### src/rtl/psc_pkg.sv
// Shared constants, register codes and bundle types for the power sensor conditioning block.
`default_nettype none

package psc_pkg;

    // Sample and stream geometry
    localparam int SAMPLE_W    = 12;
    localparam int IN_TDATA_W  = 64;
    localparam int OUT_TDATA_W = 64;
    localparam int CFG_W       = 12;
    localparam int CFG_ADDR_W  = 3;

    // Block averaging of the voltages (length must be a power of two)
    localparam int BLOCK_LEN   = 32;
    localparam int BLOCK_SHIFT = $clog2(BLOCK_LEN);
    localparam int SUM_W       = SAMPLE_W + BLOCK_SHIFT;

    // First-order averaging weight (must be a power of two)
    localparam int FILTER_WEIGHT = 8;
    localparam int FILT_SHIFT    = $clog2(FILTER_WEIGHT);

    // Current conditioning
    localparam logic [SAMPLE_W-1:0] LOAD_AMP_OFFSET = 12'd0;
    localparam logic [SAMPLE_W-1:0] LOAD_AMP_FLOOR  = 12'd10;
    localparam logic [SAMPLE_W-1:0] BATT_AMP_CENTRE = 12'd2020;
    localparam logic [SAMPLE_W-1:0] DEADBAND        = 12'd10;
    localparam int                  CUR_SHIFT       = 4;

    // Alarm counters
    localparam int               ALARM_W     = 8;
    localparam logic [ALARM_W-1:0] ALARM_LIMIT = 8'd10;
    localparam int               NUM_ALARMS  = 4;

    // Scaling by constant fractions: q = (x * MULT) >> SHIFT, exact for 12-bit x
    localparam int PROD_W = 32;

    localparam int VOLT_NUM   = 100;
    localparam int VOLT_DEN   = 167;
    localparam int VOLT_SHIFT = 20;
    localparam logic [PROD_W-1:0] VOLT_MULT =
        PROD_W'((VOLT_NUM * (1 << VOLT_SHIFT) + VOLT_DEN - 1) / VOLT_DEN);

    localparam int AMP_NUM   = 10;
    localparam int AMP_DEN   = 15;
    localparam int AMP_SHIFT = 14;
    localparam logic [PROD_W-1:0] AMP_MULT =
        PROD_W'((AMP_NUM * (1 << AMP_SHIFT) + AMP_DEN - 1) / AMP_DEN);

    localparam int TEMP_NUM   = 10;
    localparam int TEMP_DEN   = 57;
    localparam int TEMP_SHIFT = 18;
    localparam logic [PROD_W-1:0] TEMP_MULT =
        PROD_W'((TEMP_NUM * (1 << TEMP_SHIFT) + TEMP_DEN - 1) / TEMP_DEN);

    localparam int TEMP_W = 10;
    localparam int BCUR_W = 8;

    // Configuration register indexes
    typedef enum logic [CFG_ADDR_W-1:0] {
        REG_LOAD_VOLT_HIGH  = 3'd0,
        REG_LOAD_VOLT_LOW   = 3'd1,
        REG_BATT_VOLT_HIGH  = 3'd2,
        REG_BATT_VOLT_LOW   = 3'd3,
        REG_LOAD_CUR_LIMIT  = 3'd4,
        REG_BATT_CUR_LIMIT  = 3'd5,
        REG_OVER_VOLT_LEVEL = 3'd6,
        REG_UNDER_VOLT_LEVEL = 3'd7
    } psc_reg_t;

    // Alarm channels
    typedef enum logic [1:0] {
        ALM_LOAD_VOLT = 2'd0,
        ALM_BATT_VOLT = 2'd1,
        ALM_LOAD_AMP  = 2'd2,
        ALM_BATT_AMP  = 2'd3
    } psc_alarm_t;

    typedef struct packed {
        logic [CFG_W-1:0] load_volt_high;
        logic [CFG_W-1:0] load_volt_low;
        logic [CFG_W-1:0] batt_volt_high;
        logic [CFG_W-1:0] batt_volt_low;
        logic [CFG_W-1:0] load_current_limit;
        logic [CFG_W-1:0] batt_current_limit;
        logic [CFG_W-1:0] over_voltage_level;
        logic [CFG_W-1:0] under_voltage_level;
    } psc_cfg_t;

    typedef struct packed {
        logic [SAMPLE_W-1:0] load_volt_avg;
        logic [SAMPLE_W-1:0] out_volt_avg;
        logic [SAMPLE_W-1:0] load_amp_filt;
        logic [SAMPLE_W-1:0] batt_amp_filt;
        logic [SAMPLE_W-1:0] temp_filt;
    } psc_state_t;

endpackage

`default_nettype wire

### src/rtl/psc_front.sv
// Input stage: load current offset, block averages of the voltages and first-order filters.
`default_nettype none

module psc_front
    import psc_pkg::*;
(
    input  logic                  aclk,
    input  logic                  aresetn,
    input  logic                  s_tvalid,
    output logic                  s_tready,
    // lowest bit up: load_volt_sample, out_volt_sample, load_amp_sample,
    // batt_amp_sample, temp_sample, zero fill
    input  logic [IN_TDATA_W-1:0] s_tdata,
    output logic                  st_valid,
    input  logic                  st_ready,
    output psc_state_t            st
);

    logic [SAMPLE_W-1:0]    lv;
    logic [SAMPLE_W-1:0]    ov;
    logic [SAMPLE_W-1:0]    la;
    logic [SAMPLE_W-1:0]    ba;
    logic [SAMPLE_W-1:0]    tp;
    logic [SAMPLE_W:0]      la_sub;
    logic [SAMPLE_W-1:0]    la_adj;
    logic                   accept;
    logic                   block_end;
    logic [SUM_W-1:0]       lv_sum_add;
    logic [SUM_W-1:0]       ov_sum_add;

    logic [SUM_W-1:0]       lv_sum_reg, lv_sum_next;
    logic [SUM_W-1:0]       ov_sum_reg, ov_sum_next;
    logic [BLOCK_SHIFT-1:0] count_reg, count_next;
    psc_state_t             st_reg, st_next;
    logic                   valid_reg, valid_next;

    // First-order average: (W*f - f)/W + x/W, both quotients truncated
    function automatic logic [SAMPLE_W-1:0] smooth(input logic [SAMPLE_W-1:0] f,
                                                   input logic [SAMPLE_W-1:0] x);
        logic [SAMPLE_W+FILT_SHIFT-1:0] wf;
        logic [SAMPLE_W:0]              s;
        wf = {f, {FILT_SHIFT{1'b0}}} - (SAMPLE_W + FILT_SHIFT)'(f);
        s  = (SAMPLE_W + 1)'(wf >> FILT_SHIFT) + (SAMPLE_W + 1)'(x >> FILT_SHIFT);
        return s[SAMPLE_W-1:0];
    endfunction

    // Unpack the item
    assign lv = s_tdata[0*SAMPLE_W +: SAMPLE_W];
    assign ov = s_tdata[1*SAMPLE_W +: SAMPLE_W];
    assign la = s_tdata[2*SAMPLE_W +: SAMPLE_W];
    assign ba = s_tdata[3*SAMPLE_W +: SAMPLE_W];
    assign tp = s_tdata[4*SAMPLE_W +: SAMPLE_W];

    // Take a new item when this stage is empty or its item moves on
    assign s_tready = !valid_reg || st_ready;
    assign accept   = s_tvalid && s_tready;

    // Next state for the accepted item
    always_comb begin
        // remove the offset at or above the floor, saturate at zero on borrow
        la_sub = {1'b0, la} - {1'b0, LOAD_AMP_OFFSET};
        la_adj = la;
        if (la >= LOAD_AMP_FLOOR) begin
            la_adj = la_sub[SAMPLE_W] ? '0 : la_sub[SAMPLE_W-1:0];
        end

        lv_sum_add = lv_sum_reg + SUM_W'(lv);
        ov_sum_add = ov_sum_reg + SUM_W'(ov);
        block_end  = (count_reg == BLOCK_SHIFT'(BLOCK_LEN - 1));

        st_next = st_reg;
        if (block_end) begin
            st_next.load_volt_avg = SAMPLE_W'(lv_sum_add >> BLOCK_SHIFT);
            st_next.out_volt_avg  = SAMPLE_W'(ov_sum_add >> BLOCK_SHIFT);
            lv_sum_next = '0;
            ov_sum_next = '0;
            count_next  = '0;
        end else begin
            lv_sum_next = lv_sum_add;
            ov_sum_next = ov_sum_add;
            count_next  = count_reg + BLOCK_SHIFT'(1);
        end
        st_next.load_amp_filt = smooth(st_reg.load_amp_filt, la_adj);
        st_next.batt_amp_filt = smooth(st_reg.batt_amp_filt, ba);
        st_next.temp_filt     = smooth(st_reg.temp_filt, tp);

        valid_next = valid_reg;
        if (accept) begin
            valid_next = 1'b1;
        end else if (st_ready) begin
            valid_next = 1'b0;
        end
    end

    // Advance state on accept
    always_ff @(posedge aclk) begin
        if (!aresetn) begin
            lv_sum_reg <= '0;
            ov_sum_reg <= '0;
            count_reg  <= '0;
            st_reg     <= '0;
            valid_reg  <= 1'b0;
        end else begin
            valid_reg <= valid_next;
            if (accept) begin
                lv_sum_reg <= lv_sum_next;
                ov_sum_reg <= ov_sum_next;
                count_reg  <= count_next;
                st_reg     <= st_next;
            end
        end
    end

    assign st_valid = valid_reg;
    assign st       = st_reg;

    a_accept_fills: assert property (@(posedge aclk) disable iff (!aresetn)
        accept |=> st_valid)
        else $error("accepted item did not reach the filter stage");

    a_stall_holds: assert property (@(posedge aclk) disable iff (!aresetn)
        st_valid && !st_ready |=> $stable(st))
        else $error("filter state changed while its item was stalled");

    a_block_wrap: assert property (@(posedge aclk) disable iff (!aresetn)
        accept && block_end |=> count_reg == '0 && lv_sum_reg == '0 && ov_sum_reg == '0)
        else $error("block accumulators did not restart at end of block");

endmodule

`default_nettype wire

### src/rtl/psc_scale.sv
// Output stage: scaling to tenths, alarm counters, voltage flags, battery mode and result register.
`default_nettype none

module psc_scale
    import psc_pkg::*;
(
    input  logic                   aclk,
    input  logic                   aresetn,
    input  psc_cfg_t               cfg,
    input  logic                   st_valid,
    output logic                   st_ready,
    input  psc_state_t             st,
    output logic                   m_tvalid,
    input  logic                   m_tready,
    // lowest bit up: load_voltage, batt_voltage, load_current, batt_temp,
    // batt_current, discharging, over_voltage, under_voltage, load_volt_fault,
    // batt_volt_fault, load_amp_fault, batt_amp_fault, zero fill
    output logic [OUT_TDATA_W-1:0] m_tdata
);

    logic [PROD_W-1:0]    lv_prod;
    logic [PROD_W-1:0]    bv_prod;
    logic [PROD_W-1:0]    amp_prod;
    logic [PROD_W-1:0]    temp_prod;
    logic [SAMPLE_W-1:0]  lvolt;
    logic [SAMPLE_W-1:0]  bvolt;
    logic [SAMPLE_W-1:0]  lamp;
    logic [TEMP_W-1:0]    btemp;
    logic [SAMPLE_W-1:0]  diff;
    logic [SAMPLE_W-1:0]  bcur_full;
    logic [15:0]          bcur_x10;
    logic                 disch;
    logic                 amp_latched;
    logic                 adv;
    logic [ALARM_W-1:0]   cnt_next [NUM_ALARMS];
    logic [NUM_ALARMS-1:0] fault;

    logic [ALARM_W-1:0]   cnt_reg [NUM_ALARMS];
    logic [SAMPLE_W-1:0]  held_reg, held_next;
    logic                 ov_reg, ov_next;
    logic                 uv_reg, uv_next;
    logic [OUT_TDATA_W-1:0] result_reg, result_next;
    logic                 m_tvalid_reg;

    // Counter past the limit stays latched; otherwise count while the condition holds
    function automatic logic [ALARM_W-1:0] alarm_next(input logic [ALARM_W-1:0] cnt,
                                                      input logic cond);
        logic [ALARM_W-1:0] r;
        if (cnt > ALARM_LIMIT) begin
            r = ALARM_LIMIT + 8'd1;
        end else if (cond) begin
            r = cnt + 8'd1;
        end else begin
            r = '0;
        end
        return r;
    endfunction

    assign st_ready = !m_tvalid_reg || m_tready;
    assign adv      = st_valid && st_ready;

    // Scale by constant fractions through reciprocal multiplies
    always_comb begin
        lv_prod   = PROD_W'(st.load_volt_avg) * VOLT_MULT;
        bv_prod   = PROD_W'(st.out_volt_avg) * VOLT_MULT;
        amp_prod  = PROD_W'(st.load_amp_filt) * AMP_MULT;
        temp_prod = PROD_W'(st.temp_filt) * TEMP_MULT;
        lvolt     = SAMPLE_W'(lv_prod >> VOLT_SHIFT);
        bvolt     = SAMPLE_W'(bv_prod >> VOLT_SHIFT);
        lamp      = SAMPLE_W'(amp_prod >> AMP_SHIFT);
        btemp     = TEMP_W'(temp_prod >> TEMP_SHIFT);
    end

    // Battery mode and magnitude with deadbands
    always_comb begin
        if (st.batt_amp_filt >= BATT_AMP_CENTRE) begin
            disch = 1'b0;
            diff  = st.batt_amp_filt - BATT_AMP_CENTRE;
            if (diff < DEADBAND) begin
                diff = '0;
            end
        end else begin
            disch = 1'b1;
            diff  = BATT_AMP_CENTRE - st.batt_amp_filt;
            if (diff < DEADBAND) begin
                diff  = '0;
                disch = 1'b0;
            end
        end
        bcur_full = diff >> CUR_SHIFT;
        if (bcur_full <= 12'd1) begin
            bcur_full = '0;
        end
        if (bcur_full == '0) begin
            disch = 1'b0;
        end
        bcur_x10 = 16'(bcur_full) * 16'd10;
    end

    // Alarm counters, held load current and voltage flags
    always_comb begin
        cnt_next[ALM_LOAD_VOLT] = alarm_next(cnt_reg[ALM_LOAD_VOLT],
            lvolt >= cfg.load_volt_high || lvolt <= cfg.load_volt_low);
        cnt_next[ALM_BATT_VOLT] = alarm_next(cnt_reg[ALM_BATT_VOLT],
            bvolt >= cfg.batt_volt_high || bvolt <= cfg.batt_volt_low);
        cnt_next[ALM_LOAD_AMP]  = alarm_next(cnt_reg[ALM_LOAD_AMP],
            lamp >= cfg.load_current_limit);
        cnt_next[ALM_BATT_AMP]  = alarm_next(cnt_reg[ALM_BATT_AMP],
            bcur_x10 >= 16'(cfg.batt_current_limit));

        amp_latched = cnt_reg[ALM_LOAD_AMP] > ALARM_LIMIT;
        held_next   = held_reg;
        if (amp_latched || cnt_next[ALM_LOAD_AMP] == '0) begin
            held_next = lamp;
        end

        ov_next = ov_reg;
        uv_next = uv_reg;
        if (bvolt >= cfg.over_voltage_level) begin
            ov_next = 1'b1;
        end else if (bvolt <= cfg.under_voltage_level) begin
            uv_next = 1'b1;
        end else begin
            ov_next = 1'b0;
            uv_next = 1'b0;
        end

        fault[ALM_LOAD_VOLT] = cnt_next[ALM_LOAD_VOLT] > ALARM_LIMIT;
        fault[ALM_BATT_VOLT] = cnt_next[ALM_BATT_VOLT] > ALARM_LIMIT;
        fault[ALM_LOAD_AMP]  = cnt_next[ALM_LOAD_AMP] > ALARM_LIMIT;
        fault[ALM_BATT_AMP]  = cnt_next[ALM_BATT_AMP] > ALARM_LIMIT;

        result_next = {3'b000,
                       fault[ALM_BATT_AMP], fault[ALM_LOAD_AMP],
                       fault[ALM_BATT_VOLT], fault[ALM_LOAD_VOLT],
                       uv_next, ov_next, disch,
                       bcur_full[BCUR_W-1:0], btemp,
                       held_next, bvolt, lvolt};
    end

    // Control and running state
    always_ff @(posedge aclk) begin
        if (!aresetn) begin
            cnt_reg      <= '{default: '0};
            held_reg     <= '0;
            ov_reg       <= 1'b0;
            uv_reg       <= 1'b0;
            m_tvalid_reg <= 1'b0;
        end else begin
            if (adv) begin
                cnt_reg      <= cnt_next;
                held_reg     <= held_next;
                ov_reg       <= ov_next;
                uv_reg       <= uv_next;
                m_tvalid_reg <= 1'b1;
            end else if (m_tready) begin
                m_tvalid_reg <= 1'b0;
            end
        end
    end

    // Result register
    always_ff @(posedge aclk) begin
        if (adv) begin
            result_reg <= result_next;
        end
    end

    assign m_tvalid = m_tvalid_reg;
    assign m_tdata  = result_reg;

    a_cnt_bound: assert property (@(posedge aclk) disable iff (!aresetn)
        cnt_reg[ALM_LOAD_VOLT] <= ALARM_LIMIT + 8'd1 &&
        cnt_reg[ALM_BATT_VOLT] <= ALARM_LIMIT + 8'd1 &&
        cnt_reg[ALM_LOAD_AMP]  <= ALARM_LIMIT + 8'd1 &&
        cnt_reg[ALM_BATT_AMP]  <= ALARM_LIMIT + 8'd1)
        else $error("alarm counter ran past its latch value");

    a_latch_holds: assert property (@(posedge aclk) disable iff (!aresetn)
        cnt_reg[ALM_LOAD_AMP] > ALARM_LIMIT |=> cnt_reg[ALM_LOAD_AMP] == ALARM_LIMIT + 8'd1)
        else $error("latched load current alarm released");

    a_adv_valid: assert property (@(posedge aclk) disable iff (!aresetn)
        adv |=> m_tvalid_reg)
        else $error("item left the filter stage without a result");

    a_held_follows: assert property (@(posedge aclk) disable iff (!aresetn)
        adv && cnt_next[ALM_LOAD_AMP] == '0 |=> held_reg == $past(lamp))
        else $error("load current not refreshed with idle alarm counter");

endmodule

`default_nettype wire

### src/rtl/power_sensor_conditioning.sv
// Top level: configuration registers, filter stage and output stage of the sensor conditioner.
//
// Usage:
//   s_* channel takes one set of five 12-bit converter samples per item.
//   m_* channel returns one conditioned result per input item, in order.
//   cfg_we/cfg_addr/cfg_wdata write the eight 12-bit thresholds; write them
//   only while no item is in flight. No read-back.
// Order: an item accepted at a clock edge updates the averages and filters
//   at that edge; its result is loaded into the output register once the
//   output stage can take it, and m_tvalid is high from then on until taken.
// Throughput: one item per cycle while m_tready stays high, set by the two
//   register stages (filter state and result register) each turning over once per cycle.
// Reset (aresetn low, synchronous): clears sums, block counter, averages,
//   filters, alarm counters, held load current and voltage flags, drops any
//   pending result and restores the register defaults.
// Stall: with m_tready low the result is held; one more item may enter the
//   filter stage, after which s_tready drops until the result is taken.
`default_nettype none

module power_sensor_conditioning
    import psc_pkg::*;
(
    input  logic                   aclk,
    input  logic                   aresetn,
    input  logic                   cfg_we,
    input  logic [CFG_ADDR_W-1:0]  cfg_addr,
    input  logic [CFG_W-1:0]       cfg_wdata,
    input  logic                   s_tvalid,
    output logic                   s_tready,
    // lowest bit up: load_volt_sample, out_volt_sample, load_amp_sample,
    // batt_amp_sample, temp_sample, zero fill
    input  logic [IN_TDATA_W-1:0]  s_tdata,
    output logic                   m_tvalid,
    input  logic                   m_tready,
    // lowest bit up: load_voltage, batt_voltage, load_current, batt_temp,
    // batt_current, discharging, over_voltage, under_voltage, load_volt_fault,
    // batt_volt_fault, load_amp_fault, batt_amp_fault, zero fill
    output logic [OUT_TDATA_W-1:0] m_tdata
);

    psc_cfg_t   cfg_reg, cfg_next;
    psc_state_t st;
    logic       st_valid;
    logic       st_ready;

    // Register write decode
    always_comb begin
        cfg_next = cfg_reg;
        if (cfg_we) begin
            unique case (psc_reg_t'(cfg_addr))
                REG_LOAD_VOLT_HIGH:   cfg_next.load_volt_high      = cfg_wdata;
                REG_LOAD_VOLT_LOW:    cfg_next.load_volt_low       = cfg_wdata;
                REG_BATT_VOLT_HIGH:   cfg_next.batt_volt_high      = cfg_wdata;
                REG_BATT_VOLT_LOW:    cfg_next.batt_volt_low       = cfg_wdata;
                REG_LOAD_CUR_LIMIT:   cfg_next.load_current_limit  = cfg_wdata;
                REG_BATT_CUR_LIMIT:   cfg_next.batt_current_limit  = cfg_wdata;
                REG_OVER_VOLT_LEVEL:  cfg_next.over_voltage_level  = cfg_wdata;
                REG_UNDER_VOLT_LEVEL: cfg_next.under_voltage_level = cfg_wdata;
            endcase
        end
    end

    // Hold configuration, defaults on reset
    always_ff @(posedge aclk) begin
        if (!aresetn) begin
            cfg_reg.load_volt_high      <= 12'd4095;
            cfg_reg.load_volt_low       <= 12'd0;
            cfg_reg.batt_volt_high      <= 12'd4095;
            cfg_reg.batt_volt_low       <= 12'd0;
            cfg_reg.load_current_limit  <= 12'd4095;
            cfg_reg.batt_current_limit  <= 12'd4095;
            cfg_reg.over_voltage_level  <= 12'd4095;
            cfg_reg.under_voltage_level <= 12'd0;
        end else begin
            cfg_reg <= cfg_next;
        end
    end

    psc_front u_front (
        .aclk     (aclk),
        .aresetn  (aresetn),
        .s_tvalid (s_tvalid),
        .s_tready (s_tready),
        .s_tdata  (s_tdata),
        .st_valid (st_valid),
        .st_ready (st_ready),
        .st       (st)
    );

    psc_scale u_scale (
        .aclk     (aclk),
        .aresetn  (aresetn),
        .cfg      (cfg_reg),
        .st_valid (st_valid),
        .st_ready (st_ready),
        .st       (st),
        .m_tvalid (m_tvalid),
        .m_tready (m_tready),
        .m_tdata  (m_tdata)
    );

endmodule

`default_nettype wire

### config.mk
export PLATFORM = sky130hd
export DESIGN_NAME = power_sensor_conditioning
export DESIGN_NICKNAME = d
export VERILOG_FILES = /design/src/rtl/psc_pkg.sv /design/src/rtl/psc_front.sv /design/src/rtl/psc_scale.sv /design/src/rtl/power_sensor_conditioning.sv
export SDC_FILE = /design/constraint.sdc
export NUM_CORES = 1
export LEC_CHECK = 0
export BUFFER_PORTS_ARGS = -buffer_cell sky130_fd_sc_hd__buf_2
export CAP_MARGIN = 10
export CORE_ASPECT_RATIO = 0.7
export CORE_MARGIN = 2
export CORE_UTILIZATION = 55
export CTS_CLUSTER_DIAMETER = 100
export DETAILED_ROUTE_END_ITERATION = 16
export PLACE_DENSITY = 0.75
export SETUP_SLACK_MARGIN = 0.05
export SYNTH_ARGS = -nofsm -noshare
export SYNTH_HDL_FRONTEND = slang
export SYNTH_HIERARCHICAL = 1
export SYNTH_SLANG_ARGS = --single-unit
### constraint.sdc
create_clock -name aclk -period 8.2 [get_ports aclk]
set_input_delay 2.46 -clock aclk [delete_from_list [all_inputs] [get_ports aclk]]
set_output_delay 2.46 -clock aclk [all_outputs]
set_load 0.02 [all_outputs]
==> Word-level counts from Yosys, hierarchy flattened <==
Index checks and enable logic that the tools add are counted.
{ "word_totals": {"in_bits": 84, "regBits": 304, "output_inout_bits": 66, "word_cells": 124} }
{ "classes": {"n_mul": 5, "n_lt_le_gt_ge": 20, "n_mux": 25, "eq_ne": 8, "n_reduce_logical": 24, "n_addsub": 15} }
{ "op_table": {"columns": ["op", "n"], "rows": [
  ["two-way mux 8 bit", 9],
  ["greater-than comparator 8 x 4 -> 1 bit, second input constant", 8],
  ["multiplier 12 x 19 -> 31 bit, second input constant", 2],
  ["greater-or-equal comparator 12 bit", 4],
  ["two-way mux 12 bit", 4],
  ["subtractor 15 x 12 -> 15 bit", 3],
  ["adder 12 x 9 -> 12 bit", 3],
  ["<= comparator 12 bit", 3],
  ["adder 17 x 12 -> 17 bit", 2],
  ["two-way mux 17 bit", 2],
  ["adder 8 x 1 -> 8 bit, second input constant", 4],
  ["multiplier 12 x 16 -> 28 bit, second input constant", 1],
  ["multiplier 12 x 14 -> 26 bit, second input constant", 1],
  ["less-than comparator 12 x 4 -> 1 bit, second input constant", 2],
  ["AND reduction 2 bit", 9],
  ["greater-or-equal comparator 16 x 12 -> 1 bit", 1],
  ["== test 3 bit, second input constant", 4],
  ["greater-or-equal comparator 12 x 11 -> 1 bit, second input constant", 1],
  ["logical NOT 12 bit", 1],
  ["subtractor 11 x 12 -> 12 bit, first input constant", 1],
  ["subtractor 12 x 11 -> 12 bit, second input constant", 1],
  ["multiplier 8 x 3 -> 11 bit, second input constant", 1],
  ["two-way mux 1 bit", 9],
  ["<= comparator 8 x 1 -> 1 bit, second input constant", 1],
  ["other kinds (12)", 20]
]} }

==> Longest topological paths before layout <==
{ "logic_depth": {"depth_word": 11, "depth_mapped": 31} }

==> Cells and area by module <==
Netlist, hierarchy kept.
{ "by_module_without_submodules": {"columns": ["module", "seq_area_each_um2", "area_each_um2", "instances", "cells_per_inst"], "rows": [
  ["psc_scale", 2772.7, 18644.1, 1, 1890],
  ["psc_front", 2001.9, 7430.9, 1, 924],
  ["power_sensor_conditioning", 1921.8, 3692.3, 1, 342]
]} }

==> Worst setup path after synthesis <==
No wires, ideal clock.
{ "synth_timing": {"path_type": "register to register", "from": "register u_front.st_reg (netlist bit u_front/st[43])", "to": "register u_scale.result_reg[56], in the netlist u_scale/m_tdata[56] (data pin)", "setup_time_ns": 0.260, "path_buffers": 0, "slack_ns": 1.350, "arrival_ns": 6.590, "synth_period_minus_slack_ns": 6.850, "stages_incl_launch_ff": 26, "path_cell_list": "dfxtp_1 > ha_1 > ha_1 > inv_1 > fa_1 > inv_1 > fa_1 > fa_1 > ha_1 > a21o_1 > a221o_1 > a221o_1 > a211o_1 > a21oi_1 > o21ai_1 > a21oi_1 > xnor2_1 > ha_1 > a21o_1 > a21o_1 > a21o_1 > a21o_1 > a21oi_1 > o21ai_0 > a221oi_2 > mux2_2"} }
{ "synth_between": {"elab_chain_cells": 4} }
{ "synth_rtl": {"columns": ["element", "line_no", "rtl"], "rows": [
  ["start: declaration", "psc_front.sv:34", "psc_state_t st_reg, st_next;"],
  ["start signal: assignment", "psc_front.sv:109", "st_reg <= st_next;"],
  ["multiplier 12 x 19 -> 31 bit (*)", "psc_scale.sv:65", "bv_prod = PROD_W'(st.out_volt_avg) * VOLT_MULT;"],
  ["via u_scale.bv_prod[21]", "psc_scale.sv:22", "logic [PROD_W-1:0] bv_prod;"],
  ["<= comparator 12 bit", "psc_scale.sv:121", "end else if (bvolt <= cfg.under_voltage_level) begin"],
  ["two-way mux 1 bit", "psc_scale.sv:121", null],
  ["two-way mux 1 bit (*)", "psc_scale.sv:119", "if (bvolt >= cfg.over_voltage_level) begin"],
  ["via u_scale.uv_next", "psc_scale.sv:41", "logic uv_reg, uv_next;"],
  ["end signal: assignment", "psc_scale.sv:165", "result_reg <= result_next;"],
  ["end: declaration", "psc_scale.sv:42", "logic [OUT_TDATA_W-1:0] result_reg, result_next;"]
]} }
Mark *: on every way through the listed nets, which the timed path passes. The rest lies on a longest branch.
A chain may end at the register's enable or synchronous reset.

==> Worst setup path after layout <==
{ "layout_timing": {"from": "register u_front.st_reg (netlist bit u_front/st[44])", "to": "register u_scale.result_reg[56], in the netlist u_scale/m_tdata[56] (data pin)"} }
Same word-level chain as after synthesis.

==> run summary <==
The flow ran to the end, and the final reports show no timing, DRC or antenna violations. The sum of net half-perimeters after detailed placement came out at 52000 um. The maximum number of pins on one net before global-route repair is 95.

The effective utilization at floorplan is 55.6%. The final-layout worst hold slack came out at 0.453 ns. Setup repair after global routing left no endpoint under its margin. The cell-internal power came out at 0.00581 W. For this run, the register share of the synthesized area comes to 22.5%. The actual transition at the worst max-transition pin came out at 1.00 ns. The cell family contributing the most delay on the critical path is compound AO/OA/AOI/OAI gates. The number of max-cap violations came out at 0. The largest individual stage delay along the critical path comes from the cell sky130_fd_sc_hd__dfxtp_1. The layout overhead on the synthesized area came out at 8.49%. The final core utilization came out at 60.3%. The highest net fanout along the worst path is 8. The global route total overflow is 0. The number of standard cells after synthesis is 3156. The global-route total usage across every layer came out at 24.1%. After synthesis, the cell types taking the most area are sky130_fd_sc_hd__ha_1 (23%), sky130_fd_sc_hd__dfxtp_1 (16%), sky130_fd_sc_hd__fa_1 (14%). The post-cts hold buffer count is 0. The highest cell delay on the worst timing path is 0.58 ns. The biggest area contributor in the post-synthesis netlist is sky130_fd_sc_hd__ha_1. In this run the biggest area consumer among cell types represents 23.5% of the synthesized area. TritonCTS built the clock tree. The fraction of final layout cells with drive strength greater than 1 came out at 8.18%. The maximum buffer depth of the clock tree is 3. The worst hold path passes through 2 cells.

The number of antenna violations at the first check in global routing is 9. The synthesized netlist devotes 13.0% of its cell area to compound gates. Sequential cells account for 18.6% of the total power. The synthesized-area fraction occupied by xor and xnor cells came out at 3.35%.

The final clock skew came out at 0.0185 ns. The cell area power density is 334 nW/um^2. The most used flip-flop cell after synthesis is sky130_fd_sc_hd__dfxtp_1.

The aggregate routed wire length came out at 66200 um. The total via count after detailed routing is 22100. The sort of element at the end of the critical path is a flop.

The register with the most flip-flops in the layout has 96 of them. For this run, the post-layout net count is 4121. The chip height is 199 um.

In the layout the commonest cells are sky130_fd_sc_hd__ha_1 (559), sky130_fd_sc_hd__inv_1 (506), sky130_fd_sc_hd__dfxtp_1 (242). The number of DRC markers after the initial detailed-route iteration came out at 1429. The final total negative setup slack is 0 ns. The portion of the clock cycle consumed by the worst path in the final layout came out at 93.1%.

In this run the standard cell core region covers 53600 um^2. Net switching is 46.0% of the power. The fraction of power consumed by combinational cells is 67.2%. Among the stages of the critical path, the cell type that occurs most often is sky130_fd_sc_hd__a21o_1. The number of cells on the critical path came out at 25.

The worst setup path is launched from a flop. The final hold violation count came out at 0. For this design the total switching power over the nets is 0.00496 W. The number of sinks driven by the clock tree came out at 304.

STA puts the critical path data required time at 8.50 ns. The finished layout cell area is 32300 um^2. Yosys mapped a number of flops with a built-in enable equal to 61. The fmax is 0.131 GHz. The total design power is 0.0108 W.

The detailed-route vias per instance came out at 5.48. In this run the cell area of the synthesized design comes to 29800 um^2. For the worst setup path, the data arrival time is 7.94 ns. The clock transition at the registers of the reported paths came out at 0.06 ns. The register bit total from synthesis is 304.

Clock tree synthesis selected as its root buffer the cell sky130_fd_sc_hd__clkbuf_16. The clock share of power is 14.1%. The yosys synthesis warning count came out at 6. After synthesis, the largest family of logic cells by area is adder cells. The post-synthesis adder-cell area fraction came out at 37.8%. The floorplan step defined a die boundary enclosing 56000 um^2.

The routability-driven placement congestion ratio came out at 0.896. The post-place instance area came out at 31200 um^2. The total count of max-transition violations in the final report came out at 0. The path type of the worst setup path is reg -> reg. The peak ir drop on the vdd network came out at 0.000668 V. Buffers placed on the I/O ports in this run total 133. The cell count of the worst reg-to-reg path is 25. The routed length per placed instance is 16.5 um. Multiplexer cells account for 3.99% of the synthesized area. The final-report setup violation count is 0. The average instance area after synthesis is 9.43 um^2. In this run, distinct cell masters in the synthesized netlist total 88.

The number of buffers and inverters on the critical path is 2. The worst relative slew slack is 32.7%. Setup slack on the worst reg-to-reg path comes out at 0.57 ns. Pin placement for this block handled 150 I/O pins. Before antenna repair, the detailed router went through 5 iterations. The simple-gate share of the synthesized area came out at 11.8%. The detailed-route DRC error count is 0. The remaining antenna violation count came out at 0. The H-tree depth reported by CTS came out at 2. The worst min-delay path category is reg -> reg. The clock insertion delay at the later pin of the skew report is 0.55 ns. The total CTS buffers came out at 34. Fill cells in the final layout number 4514. The number of rows in the core area is 71. The commonest non-fill, non-tap cell in the layout is sky130_fd_sc_hd__ha_1. The leakage power figure is 17.5 nW. The via count of the first global-routing pass is 21200. The clock period could shrink to 7.63 ns.

The share of async-settable or async-resettable flops after synthesis is 0%. The die width is 282 um. The first-pass GRT wire length came out at 109000 um.
-- what timing repair did --
item,CTS,global route
setup buffers,0,0
resized for setup,0,3
setup endpoints to repair,0,5
-- worst paths after layout --
check                                                 startpoint                                to
worst max-delay path                 u_front/st[44]$_SDFFE_PN0P_     u_scale/m_tdata[56]$_DFFE_PP_
worst min-delay path            u_scale/held_reg[4]$_SDFFE_PN0P_  u_scale/held_reg[4]$_SDFFE_PN0P_
worst max register to register       u_front/st[44]$_SDFFE_PN0P_     u_scale/m_tdata[56]$_DFFE_PP_
worst min register to register  u_scale/held_reg[4]$_SDFFE_PN0P_  u_scale/held_reg[4]$_SDFFE_PN0P_
-- power by group through the flow --
stage	clock (W)	combinational [W]	sequential, W
floorplan	0	0.00553	0.00204
global placement	0	0.00699	0.00204
detailed placement	0	0.00713	0.00203
CTS	0.00156	0.00724	0.00201
global route	0.00161	0.00829	0.00204
finish	0.00152	0.00724	0.00201
-- per-layer routing --
metal	part of all wire [%]	global-route usage (%)
met1	49	35.7
met2	42	36.0
met3	6.9	4.86
met4	1.9	5.36
met5	0.11	0
-- cells in the mapped netlist (29+ instances only) --
library cell,instances
sky130_fd_sc_hd__nand2_1,188
sky130_fd_sc_hd__inv_1,508
sky130_fd_sc_hd__o21a_1,34
sky130_fd_sc_hd__a21oi_1,158
sky130_fd_sc_hd__ha_1,559
sky130_fd_sc_hd__xnor2_1,71
sky130_fd_sc_hd__nand3_1,46
sky130_fd_sc_hd__dfxtp_1,243
sky130_fd_sc_hd__and3_1,36
sky130_fd_sc_hd__nor2_1,127
sky130_fd_sc_hd__nor2b_1,101
sky130_fd_sc_hd__o21ai_0,99
sky130_fd_sc_hd__xor2_1,43
sky130_fd_sc_hd__clkbuf_1,62
sky130_fd_sc_hd__nor3_1,38
sky130_fd_sc_hd__a21o_1,70
sky130_fd_sc_hd__fa_1,213
sky130_fd_sc_hd__edfxtp_1,61
sky130_fd_sc_hd__mux2i_1,104
sky130_fd_sc_hd__nand4_1,29
-- kinds of logic after synthesis --
family                     Yosys count
buffers and inverters              591
xor gates and xnor gates           114
other                                1
muxes                              117
adders and majority gates          772
and+or+nand+nor                    684
DFF                                304
AOI/OAI and AO/OA                  573
-- tightest hold or removal path, stage by stage (launching register included) --
cell,delay (ns)
sky130_fd_sc_hd__dfxtp_1,0.31
sky130_fd_sc_hd__nand2_1,0.05
sky130_fd_sc_hd__a21oi_1,0.05
-- final cells by class --
class	instances	area, um^2	share of cell area, %
diodes	3	7.51	0.0232
inverters	509	1910	5.92
flip-flops and latches	304	6700	20.7
multi-input cells	2263	20900	64.6
clock inverters	10	81.3	0.252
repair buffers	153	818	2.53
well taps	730	913	2.83
clock buffers	51	1010	3.12
-- metrics by stage --
| stage | worst slack (ns) | std cells |
|---|---|---|
| 2_1_floorplan | 1.35 | 3158 |
| 3_3_place_gp | 0.580 | 3959 |
| 3_5_place_dp | 0.469 | 3959 |
| 4_1_cts | 0.436 | 4020 |
| 5_1_grt | 0.126 | 4020 |
| 6_report | 0.566 | 4023 |
(Power assumes the default switching activity.)
